<file path="config.mk">
export PLATFORM = sky130hd
export DESIGN_NAME = seven_segment_number_driver
export DESIGN_NICKNAME = d
export VERILOG_FILES = /design/src/ssnd_pkg.sv /design/src/ssnd_front.sv /design/src/ssnd_queue.sv /design/src/ssnd_back.sv /design/src/seven_segment_number_driver.sv
export SDC_FILE = /design/constraint.sdc
export NUM_CORES = 1
export LEC_CHECK = 0
export BUFFER_PORTS_ARGS = -buffer_cell sky130_fd_sc_hd__buf_4
export CAP_MARGIN = 30
export CORE_ASPECT_RATIO = 1.1
export CORE_MARGIN = 2
export CORE_UTILIZATION = 65
export CTS_CLUSTER_DIAMETER = 150
export CTS_CLUSTER_SIZE = 14
export DETAILED_ROUTE_END_ITERATION = 16
export GPL_TIMING_DRIVEN = 0
export PLACE_DENSITY = 0.93
export SLEW_MARGIN = 20
export SYNTH_ARGS = -nofsm -noshare
export SYNTH_HDL_FRONTEND = slang
export SYNTH_HIERARCHICAL = 1
export SYNTH_SLANG_ARGS = --single-unit
</file>
<file path="constraint.sdc">
create_clock -name clk -period 13.8 [get_ports clk]
set_clock_uncertainty 0.2 [all_clocks]
set_input_delay 1.38 -clock clk [delete_from_list [all_inputs] [get_ports clk]]
set_output_delay 1.38 -clock clk [all_outputs]
set_load 0.05 [all_outputs]
</file>
<file path="src/ssnd_pkg.sv">
`timescale 1ns / 1ps

package ssnd_pkg;

  // Display geometry and field widths.
  localparam int DIGIT_COUNT = 4;
  localparam int SEL_W       = $clog2(DIGIT_COUNT);
  localparam int VALUE_W     = 24;
  localparam int SUM_W       = VALUE_W + 1;
  localparam int NUM_W       = 14;
  localparam int PROD_W      = 49;

  // Function codes carried on the selector.
  localparam logic FUNC_NUMBER = 1'b0;
  localparam logic FUNC_DIGIT  = 1'b1;

  // Range boundaries, in thousandths.
  localparam logic [VALUE_W-1:0] LIMIT_OVERFLOW  = 24'd10000000;
  localparam logic [VALUE_W-1:0] LIMIT_THOUSANDS = 24'd1000000;
  localparam logic [VALUE_W-1:0] LIMIT_HUNDREDS  = 24'd100000;
  localparam logic [VALUE_W-1:0] LIMIT_TENS      = 24'd10000;

  // Half of the dropped place, added before truncation for round half up.
  localparam logic [SUM_W-1:0] HALF_THOUSANDS = 25'd500;
  localparam logic [SUM_W-1:0] HALF_HUNDREDS  = 25'd50;
  localparam logic [SUM_W-1:0] HALF_TENS      = 25'd5;

  // Reciprocals that divide exactly for any 24-bit dividend.
  localparam logic [SUM_W-1:0] MAGIC_DIV1000 = 25'd17179870;  // ceil(2^34 / 1000)
  localparam logic [SUM_W-1:0] MAGIC_DIV100  = 25'd21474837;  // ceil(2^31 / 100)
  localparam logic [SUM_W-1:0] MAGIC_DIV10   = 25'd26843546;  // ceil(2^28 / 10)

  localparam logic [NUM_W-1:0] NUM_CARRY = 14'd10000;
  localparam logic [NUM_W-1:0] NUM_MAX   = 14'd9999;
  localparam logic [NUM_W-1:0] NUM_LOW   = 14'd1000;

  localparam logic [7:0] SEG_BLANK = 8'hFF;

  // Which place the decimal point follows; overflow has no point.
  typedef enum logic [2:0] {
    RANGE_UNITS     = 3'd0,
    RANGE_TENS      = 3'd1,
    RANGE_HUNDREDS  = 3'd2,
    RANGE_THOUSANDS = 3'd3,
    RANGE_OVERFLOW  = 3'd4
  } range_t;

  // One classified item as it waits between front and back.
  typedef struct packed {
    logic             func;
    logic [NUM_W-1:0] num;
    range_t           range;
    logic [3:0]       digit_code;
    logic [SEL_W-1:0] digit_pos;
    logic             dot_en;
  } item_t;

  // Segment pattern of a digit, active low, dot off.
  function automatic logic [7:0] seg_pattern(input logic [3:0] d);
    logic [7:0] s;
    unique case (d)
      4'd0:    s = 8'hC0;
      4'd1:    s = 8'hF9;
      4'd2:    s = 8'hA4;
      4'd3:    s = 8'hB0;
      4'd4:    s = 8'h99;
      4'd5:    s = 8'h92;
      4'd6:    s = 8'h82;
      4'd7:    s = 8'hF8;
      4'd8:    s = 8'h80;
      4'd9:    s = 8'h90;
      default: s = SEG_BLANK;
    endcase
    return s;
  endfunction

  // Weight of a digit position, leftmost first.
  function automatic logic [NUM_W-1:0] place_weight(input logic [SEL_W-1:0] p);
    logic [NUM_W-1:0] w;
    unique case (p)
      2'd0:    w = 14'd1000;
      2'd1:    w = 14'd100;
      2'd2:    w = 14'd10;
      default: w = 14'd1;
    endcase
    return w;
  endfunction

endpackage

</file>
<file path="src/ssnd_front.sv">
`timescale 1ns / 1ps

module ssnd_front import ssnd_pkg::*; (
  input  logic               clk,
  input  logic               rst_n,
  input  logic               in_valid,
  output logic               in_ready,
  input  logic               in_func,
  input  logic [VALUE_W-1:0] value_milli,
  input  logic [3:0]         digit_code,
  input  logic [SEL_W-1:0]   digit_pos,
  input  logic               dot_en,
  output logic               push_valid,
  input  logic               push_ready,
  output item_t              push_item
);

  // Stage one: range and rounded dividend.
  logic               s1_v_r;
  logic               s1_func_r;
  range_t             s1_range_r;
  logic [SUM_W-1:0]   s1_sum_r;
  logic [3:0]         s1_dv_r;
  logic [SEL_W-1:0]   s1_idx_r;
  logic               s1_dot_r;

  // Stage two: product of the dividend and the reciprocal.
  logic               s2_v_r;
  logic               s2_func_r;
  range_t             s2_range_r;
  logic [PROD_W-1:0]  s2_prod_r;
  logic [NUM_W-1:0]   s2_low_r;
  logic [3:0]         s2_dv_r;
  logic [SEL_W-1:0]   s2_idx_r;
  logic               s2_dot_r;

  range_t             range_nxt;
  logic [SUM_W-1:0]   half_sel;
  logic [SUM_W-1:0]   sum_nxt;
  logic [SUM_W-1:0]   magic_sel;
  logic [PROD_W-1:0]  prod_nxt;
  logic [NUM_W-1:0]   num_raw;
  logic               advance;

  // The whole pipe moves unless its last stage is blocked by a full queue.
  assign advance  = !s2_v_r || push_ready;
  assign in_ready = advance;

  // Classify the magnitude into its display range.
  always_comb begin
    if (value_milli >= LIMIT_OVERFLOW) begin
      range_nxt = RANGE_OVERFLOW;
    end else if (value_milli >= LIMIT_THOUSANDS) begin
      range_nxt = RANGE_THOUSANDS;
    end else if (value_milli >= LIMIT_HUNDREDS) begin
      range_nxt = RANGE_HUNDREDS;
    end else if (value_milli >= LIMIT_TENS) begin
      range_nxt = RANGE_TENS;
    end else begin
      range_nxt = RANGE_UNITS;
    end
  end

  always_comb begin
    unique case (range_nxt)
      RANGE_THOUSANDS: half_sel = HALF_THOUSANDS;
      RANGE_HUNDREDS:  half_sel = HALF_HUNDREDS;
      RANGE_TENS:      half_sel = HALF_TENS;
      default:         half_sel = '0;
    endcase
  end

  assign sum_nxt = SUM_W'(value_milli) + half_sel;

  // Divide by the dropped place as a multiplication by its reciprocal.
  always_comb begin
    unique case (s1_range_r)
      RANGE_THOUSANDS: magic_sel = MAGIC_DIV1000;
      RANGE_HUNDREDS:  magic_sel = MAGIC_DIV100;
      default:         magic_sel = MAGIC_DIV10;
    endcase
  end

  assign prod_nxt = PROD_W'(s1_sum_r[VALUE_W-1:0]) * PROD_W'(magic_sel);

  always_ff @(posedge clk) begin
    if (!rst_n) begin
      s1_v_r <= 1'b0;
      s2_v_r <= 1'b0;
    end else if (advance) begin
      s1_v_r <= in_valid;
      s2_v_r <= s1_v_r;
    end
  end

  always_ff @(posedge clk) begin
    if (advance) begin
      s1_func_r  <= in_func;
      s1_range_r <= range_nxt;
      s1_sum_r   <= sum_nxt;
      s1_dv_r    <= digit_code;
      s1_idx_r   <= digit_pos;
      s1_dot_r   <= dot_en;
      s2_func_r  <= s1_func_r;
      s2_range_r <= s1_range_r;
      s2_prod_r  <= prod_nxt;
      s2_low_r   <= s1_sum_r[NUM_W-1:0];
      s2_dv_r    <= s1_dv_r;
      s2_idx_r   <= s1_idx_r;
      s2_dot_r   <= s1_dot_r;
    end
  end

  // Pick the quotient bits for the range.
  always_comb begin
    unique case (s2_range_r)
      RANGE_THOUSANDS: num_raw = s2_prod_r[47:34];
      RANGE_HUNDREDS:  num_raw = s2_prod_r[44:31];
      RANGE_TENS:      num_raw = s2_prod_r[41:28];
      RANGE_UNITS:     num_raw = s2_low_r;
      default:         num_raw = NUM_MAX;
    endcase
  end

  // A rounding carry to 10000 reads as 1000 in the next coarser range; from thousands it reads as overflow.
  always_comb begin
    push_item.func       = s2_func_r;
    push_item.digit_code = s2_dv_r;
    push_item.digit_pos  = s2_idx_r;
    push_item.dot_en     = s2_dot_r;
    push_item.num        = num_raw;
    push_item.range      = s2_range_r;
    if (num_raw == NUM_CARRY) begin
      unique case (s2_range_r)
        RANGE_TENS: begin
          push_item.num   = NUM_LOW;
          push_item.range = RANGE_HUNDREDS;
        end
        RANGE_HUNDREDS: begin
          push_item.num   = NUM_LOW;
          push_item.range = RANGE_THOUSANDS;
        end
        default: begin
          push_item.num   = NUM_MAX;
          push_item.range = RANGE_OVERFLOW;
        end
      endcase
    end
  end

  assign push_valid = s2_v_r;

endmodule

</file>
<file path="src/ssnd_queue.sv">
`timescale 1ns / 1ps

module ssnd_queue import ssnd_pkg::*; (
  input  logic  clk,
  input  logic  rst_n,
  input  logic  push_valid,
  output logic  push_ready,
  input  item_t push_item,
  output logic  pop_valid,
  input  logic  pop,
  output item_t pop_item
);

  // Two-entry queue between the classifier and the digit sequencer.
  item_t       entry_r [2];
  logic        wr_ptr_r;
  logic        rd_ptr_r;
  logic [1:0]  count_r;
  logic [1:0]  count_nxt;
  logic        do_push;
  logic        do_pop;

  assign push_ready = (count_r != 2'd2);
  assign pop_valid  = (count_r != 2'd0);
  assign pop_item   = entry_r[rd_ptr_r];

  assign do_push = push_valid && push_ready;
  assign do_pop  = pop && pop_valid;

  always_comb begin
    count_nxt = count_r;
    if (do_push && !do_pop) begin
      count_nxt = count_r + 2'd1;
    end else if (do_pop && !do_push) begin
      count_nxt = count_r - 2'd1;
    end
  end

  always_ff @(posedge clk) begin
    if (!rst_n) begin
      wr_ptr_r <= 1'b0;
      rd_ptr_r <= 1'b0;
      count_r  <= 2'd0;
    end else begin
      count_r <= count_nxt;
      if (do_push) begin
        wr_ptr_r <= !wr_ptr_r;
      end
      if (do_pop) begin
        rd_ptr_r <= !rd_ptr_r;
      end
    end
  end

  always_ff @(posedge clk) begin
    if (do_push) begin
      entry_r[wr_ptr_r] <= push_item;
    end
  end

endmodule

</file>
<file path="src/ssnd_back.sv">
`timescale 1ns / 1ps

module ssnd_back import ssnd_pkg::*; (
  input  logic             clk,
  input  logic             rst_n,
  input  logic             head_valid,
  input  item_t            head_item,
  output logic             pop,
  output logic             out_valid,
  input  logic             out_ready,
  output logic [7:0]       segment_byte,
  output logic [SEL_W-1:0] digit_select,
  output logic             last
);

  logic [SEL_W-1:0] pos_r;
  logic [NUM_W-1:0] rem_r;
  logic [7:0]       shift_r;
  logic             ov_r;
  logic [7:0]       seg_r;
  logic [SEL_W-1:0] sel_r;
  logic             last_r;

  logic             emit;
  logic [NUM_W-1:0] rem_in;
  logic [NUM_W-1:0] weight;
  logic [NUM_W-1:0] thr [10];
  logic [3:0]       digit;
  logic [NUM_W-1:0] rem_nxt;
  logic             dot_on;
  logic [7:0]       seg_nxt;
  logic [SEL_W-1:0] sel_nxt;
  logic             last_nxt;

  // A result is formed whenever an item waits and the output register is free or draining.
  assign emit = head_valid && (!ov_r || out_ready);
  assign pop  = emit && last_nxt;

  // Peel one decimal digit per result by comparing against its multiples.
  assign rem_in = (pos_r == '0) ? head_item.num : rem_r;
  assign weight = place_weight(pos_r);

  always_comb begin
    thr[0] = '0;
    digit  = '0;
    for (int k = 1; k < 10; k++) begin
      thr[k] = NUM_W'(k) * weight;
      digit  = digit + 4'(rem_in >= thr[k]);
    end
  end

  assign rem_nxt = rem_in - thr[digit];
  assign dot_on  = (head_item.range != RANGE_OVERFLOW) &&
                   (head_item.range == range_t'(3'(pos_r)));

  // Segment byte, enable and end marker of the next result.
  always_comb begin
    if (head_item.func == FUNC_DIGIT) begin
      sel_nxt  = head_item.digit_pos;
      last_nxt = 1'b1;
      if (head_item.digit_code < 4'd10) begin
        seg_nxt = seg_pattern(head_item.digit_code) &
                  {!head_item.dot_en, 7'h7F};
      end else begin
        seg_nxt = shift_r;
      end
    end else begin
      sel_nxt  = pos_r;
      last_nxt = (pos_r == SEL_W'(DIGIT_COUNT - 1));
      seg_nxt  = seg_pattern(digit) & {!dot_on, 7'h7F};
    end
  end

  always_ff @(posedge clk) begin
    if (!rst_n) begin
      pos_r   <= '0;
      ov_r    <= 1'b0;
      shift_r <= SEG_BLANK;
    end else if (emit) begin
      ov_r    <= 1'b1;
      shift_r <= seg_nxt;
      pos_r   <= last_nxt ? '0 : pos_r + 1'b1;
    end else if (out_ready) begin
      ov_r <= 1'b0;
    end
  end

  always_ff @(posedge clk) begin
    if (emit) begin
      rem_r  <= rem_nxt;
      seg_r  <= seg_nxt;
      sel_r  <= sel_nxt;
      last_r <= last_nxt;
    end
  end

  assign out_valid    = ov_r;
  assign segment_byte = seg_r;
  assign digit_select = sel_r;
  assign last         = last_r;

endmodule

</file>
<file path="src/seven_segment_number_driver.sv">
`timescale 1ns / 1ps
// An accepted item passes front stage one, front stage two, the two-entry queue and the
// output register before out_tvalid rises and its first result can be taken.
// A number gives four results and a single digit one result; the digit sequencer forms
// one result per cycle into the output register while out_tready is high and an item waits.
// A new item is accepted every cycle while the two-entry queue has room.
// Reset (rst_n low, synchronous) empties pipeline and queue and blanks the shift byte.

module seven_segment_number_driver import ssnd_pkg::*; (
  input  logic        clk,
  input  logic        rst_n,
  input  logic        in_tvalid,
  output logic        in_tready,
  input  logic [31:0] in_tdata,   // value_milli[23:0], digit_code[27:24],
                                  // digit_pos[29:28], dot_en[30], zero[31]
  input  logic        in_tuser,   // func[0]
  output logic        out_tvalid,
  input  logic        out_tready,
  output logic [15:0] out_tdata,  // segment_byte[7:0], digit_select[9:8], zero[15:10]
  output logic        out_tlast
);

  logic             push_valid;
  logic             push_ready;
  item_t            push_item;
  logic             head_valid;
  item_t            head_item;
  logic             pop;
  logic [7:0]       segment_byte;
  logic [SEL_W-1:0] digit_select;

  ssnd_front u_front (
    .clk         (clk),
    .rst_n       (rst_n),
    .in_valid    (in_tvalid),
    .in_ready    (in_tready),
    .in_func     (in_tuser),
    .value_milli (in_tdata[23:0]),
    .digit_code  (in_tdata[27:24]),
    .digit_pos   (in_tdata[29:28]),
    .dot_en      (in_tdata[30]),
    .push_valid  (push_valid),
    .push_ready  (push_ready),
    .push_item   (push_item)
  );

  ssnd_queue u_queue (
    .clk        (clk),
    .rst_n      (rst_n),
    .push_valid (push_valid),
    .push_ready (push_ready),
    .push_item  (push_item),
    .pop_valid  (head_valid),
    .pop        (pop),
    .pop_item   (head_item)
  );

  ssnd_back u_back (
    .clk          (clk),
    .rst_n        (rst_n),
    .head_valid   (head_valid),
    .head_item    (head_item),
    .pop          (pop),
    .out_valid    (out_tvalid),
    .out_ready    (out_tready),
    .segment_byte (segment_byte),
    .digit_select (digit_select),
    .last         (out_tlast)
  );

  assign out_tdata = {6'b0, digit_select, segment_byte};

endmodule

</file>
==> impl_metrics.csv <==
group,metric,value,unit
clocking,cts.sinks,173,
timing,rsz0062_at_grt,"no",
layout,final.fill_count,3018,
synthesis,yosys-top-cells-area,"fa_1, edfxtp_1, ha_1, inv_1, nand2_1",
detailed_routing,drtIter0Drc,1745,
synthesis,synth_ff_type,"edfxtp_1",
synthesis,synth_seq_area_share,0.1839,
detailed_routing,num_vias,20820,
floorplan,dieArea,43610,sq um
timing,fin_crit,11.97,ns
critical_path,critPathMaxFanout,10,
detailed_routing,detail-route-antenna-nets,0,
global_routing,grt_usage,0.4028,
detailed_routing,first_pass_iters,6,
placement,detailed_place_hpwl,67490,um
critical_path,cpMaxStageDelayCell,"fa_1",
clocking,clockRootBuffer,"clkbuf_16",
floorplan,num_rows,78,
timing,final-hold-violation-count,0,
detailed_routing,totalWireLength,82810,um
critical_path,crit_path_start_kind,"register",
global_routing,grt_pass1_vias,22350,
synthesis,synthArstFlopShare,0,
floorplan,floorplan.initialDensity,0.6605,
detailed_routing,wl_per_cell,24.36,um
timing,fin_crit_sh,0.8674,
clocking,ctsHoldBuffers,0,
synthesis,ys.warnings.count,6,
timing,slew_headroom,0.2793,
timing,final.setup.tns,0,ns
placement,io_buffers,48,
clocking,clk_pin_slew,0.07,ns
floorplan,die_x,199.3,um
run_status,status,"complete, no violations",
critical_path,cp.arrival,11.98,ns
clocking,numCtsBuffers,17,
layout,nets,3632,
floorplan,fp.dieH,218.8,um
synthesis,ys_seq_elements,173,
critical_path,max_stage_delay,0.73,ns
synthesis,yosysUniqueCellTypes,84,
layout,syn_to_final_growth,6.718,%
clocking,h-tree-depth,4,
clocking,clockBufferDepth,2,
synthesis,avgSynthCellArea,9.937,sq um
timing,fmax,83.54,MHz
clocking,clock_latency,0.48,ns
global_routing,antenna_found_initial,3,
timing,worst_pin_slew,1.077,ns
layout,drive_gt1_frac,0.06164,
critical_path,end_kind,"register",
synthesis,yosysTopAreaCellShare,0.3120,
synthesis,syn-instance-count,2744,
flow_run,cap_violations,0,
layout,n_antenna_cell,0,
timing,setup_viol,0,
detailed_routing,drc,0,
global_routing,grt-ovfl-total,0,
critical_path,cp_common_cell,"ha_1",
timing,slew_viol_final,0,
synthesis,synth_area,27270,sq um
critical_path,worst_ep_required_time,13.81,ns
floorplan,coreArea,41280,sq um
worst_hold_path,hp-class,"reg -> reg",
global_routing,grt_max_degree,43,
critical_path,critPathKind,"reg -> reg",
synthesis,yosys.area.top_type,"fa_1",
clocking,post_cts_resize_count,0,
placement,gp_congestion,1.032,
global_routing,grt_pass1_wl,127900,um
clocking,cts_tree,"yes",
clocking,postCtsSetupBuffers,0,
detailed_routing,viasPerCell,6.124,
synthesis,synth_edf_count,155,
floorplan,io-pin-count,56,
[sequential cells by signal (all words and copies together) (netlist names), 2 cells and up, named ones only]
register / flops
u_back/digit_select: 2
u_front/s1_range_r: 3
u_front/s2_dv_r: 4
u_back/rem_r: 14
u_front/s2_prod_r: 20
u_front/s2_low_r: 14
u_queue/entry_r: 50
u_front/s2_range_r: 3
u_front/s1_sum_r: 24
u_front/s1_dv_r: 4
u_front/s1_idx_r: 2
u_queue/count_r: 2
u_back/shift_r: 8
u_back/pos_r: 2
u_back/segment_byte: 8
u_front/s2_idx_r: 2
[final cells by class]
type	instances	area, sq um	share of cell area
plain buffers	86	381.6	0.01311
clock buffers	18	429.2	0.01475
clock inverters	14	235.2	0.008084
inverters	671	2519	0.08655
multi-input cells	1825	19400	0.6667
flip-flops and latches	173	5015	0.1723
well taps	560	700.7	0.02408
repair buffers	52	417.9	0.01436
[cells in the mapped netlist (20+ instances only)]
library cell and count:
clkbuf_1 63, nand3_1 29, inv_1 669, xor2_1 23, nand2_1 150, nor2b_1 22, mux2_2 32, o21ai_0 79
nand2b_1 20, xnor2_1 52, a21o_1 42, and3_1 29, edfxtp_1 155, nor3_1 26, ha_1 344, nor2_1 140
fa_1 425, a21oi_1 110, and2_1 30
[worst max-delay path, delay by kind of cell, from the launching register on]
kind | cells | cell delay, ns
compound gates | 9 | 2.64
fa+ha+maj | 9 | 3.96
xor+xnor | 1 | 0.19
buf+inv | 11 | 3.71
flops | 1 | 0.36
mux | 1 | 0.49
simple gates | 1 | 0.15
[placed cells by master, fill, tap and decap left out, drive strengths merged, types with 52 or more instances in the layout]
cell type | Yosys | final
a21oi | 110 | 110
buf | 23 | 75
clkbuf | 63 | 81
edfxtp | 155 | 155
fa | 425 | 425
ha | 344 | 344
inv | 670 | 673
nand2 | 150 | 150
nor2 | 140 | 140
o21ai | 83 | 83
xnor2 | 52 | 52
[logic make-up (layout without fill, tap and decap cells)]
| logic type | after synthesis | after routing | synth area share |
|---|---|---|---|
| mux | 56 | 56 | 0.02845 |
| other cells | 3 | 14 | 0.0004129 |
| simple gates | 514 | 514 | 0.09063 |
| xor+xnor | 75 | 75 | 0.02409 |
| compound gates | 397 | 397 | 0.09627 |
| buf+inv | 757 | 841 | 0.1064 |
| flops | 173 | 173 | 0.1839 |
| fa+ha+maj | 769 | 769 | 0.4699 |
[worst paths after layout]
path / to / from / slack (ns) / cells past startpoint
worst min register to register: u_front/s2_dv_r[0] / u_front/s1_dv_r[0] / 0.24 / 0
worst max-delay path: u_back/rem_r[12] / u_back/pos_r[1] / 1.83 / 32
worst max register to register: u_back/rem_r[12] / u_back/pos_r[1] / 1.83 / 32
worst min-delay path: u_front/s2_dv_r[0] / u_front/s1_dv_r[0] / 0.24 / 0
[routing by layer]
metal	share of wire	wire length, um	vias to the layer above	global-route usage
met5	0.00029	24	-	0
met4	0.072	5962	4	0.2470
met3	0.080	6651	350	0.08483
met2	0.49	40690	1194	0.6872
met1	0.36	29480	10240	0.4653
li1	-	-	9024	-
[per-stage QoR]
| step | instance area, sq um | util | cells | hold slack (ns) | setup slack, ns |
|---|---|---|---|---|---|
| final | 29100 | 0.7049 | 3399 | 0.2408 | 1.829 |
| after global routing | 29100 | 0.7049 | 3399 | 0.2433 | 1.419 |
| after CTS | 29080 | 0.7045 | 3398 | 0.2363 | 2.257 |
| after detailed placement | 28420 | 0.6884 | 3366 | 0.2211 | 2.276 |
| after global placement | 28370 | 0.6872 | 3363 | 0.2029 | 2.236 |
| after floorplan | 27310 | - | 2755 | 0.2003 | 4.779 |
Power is not shown: default switching activity piles up to over one toggle a cycle in this logic, so the estimate is an artifact.
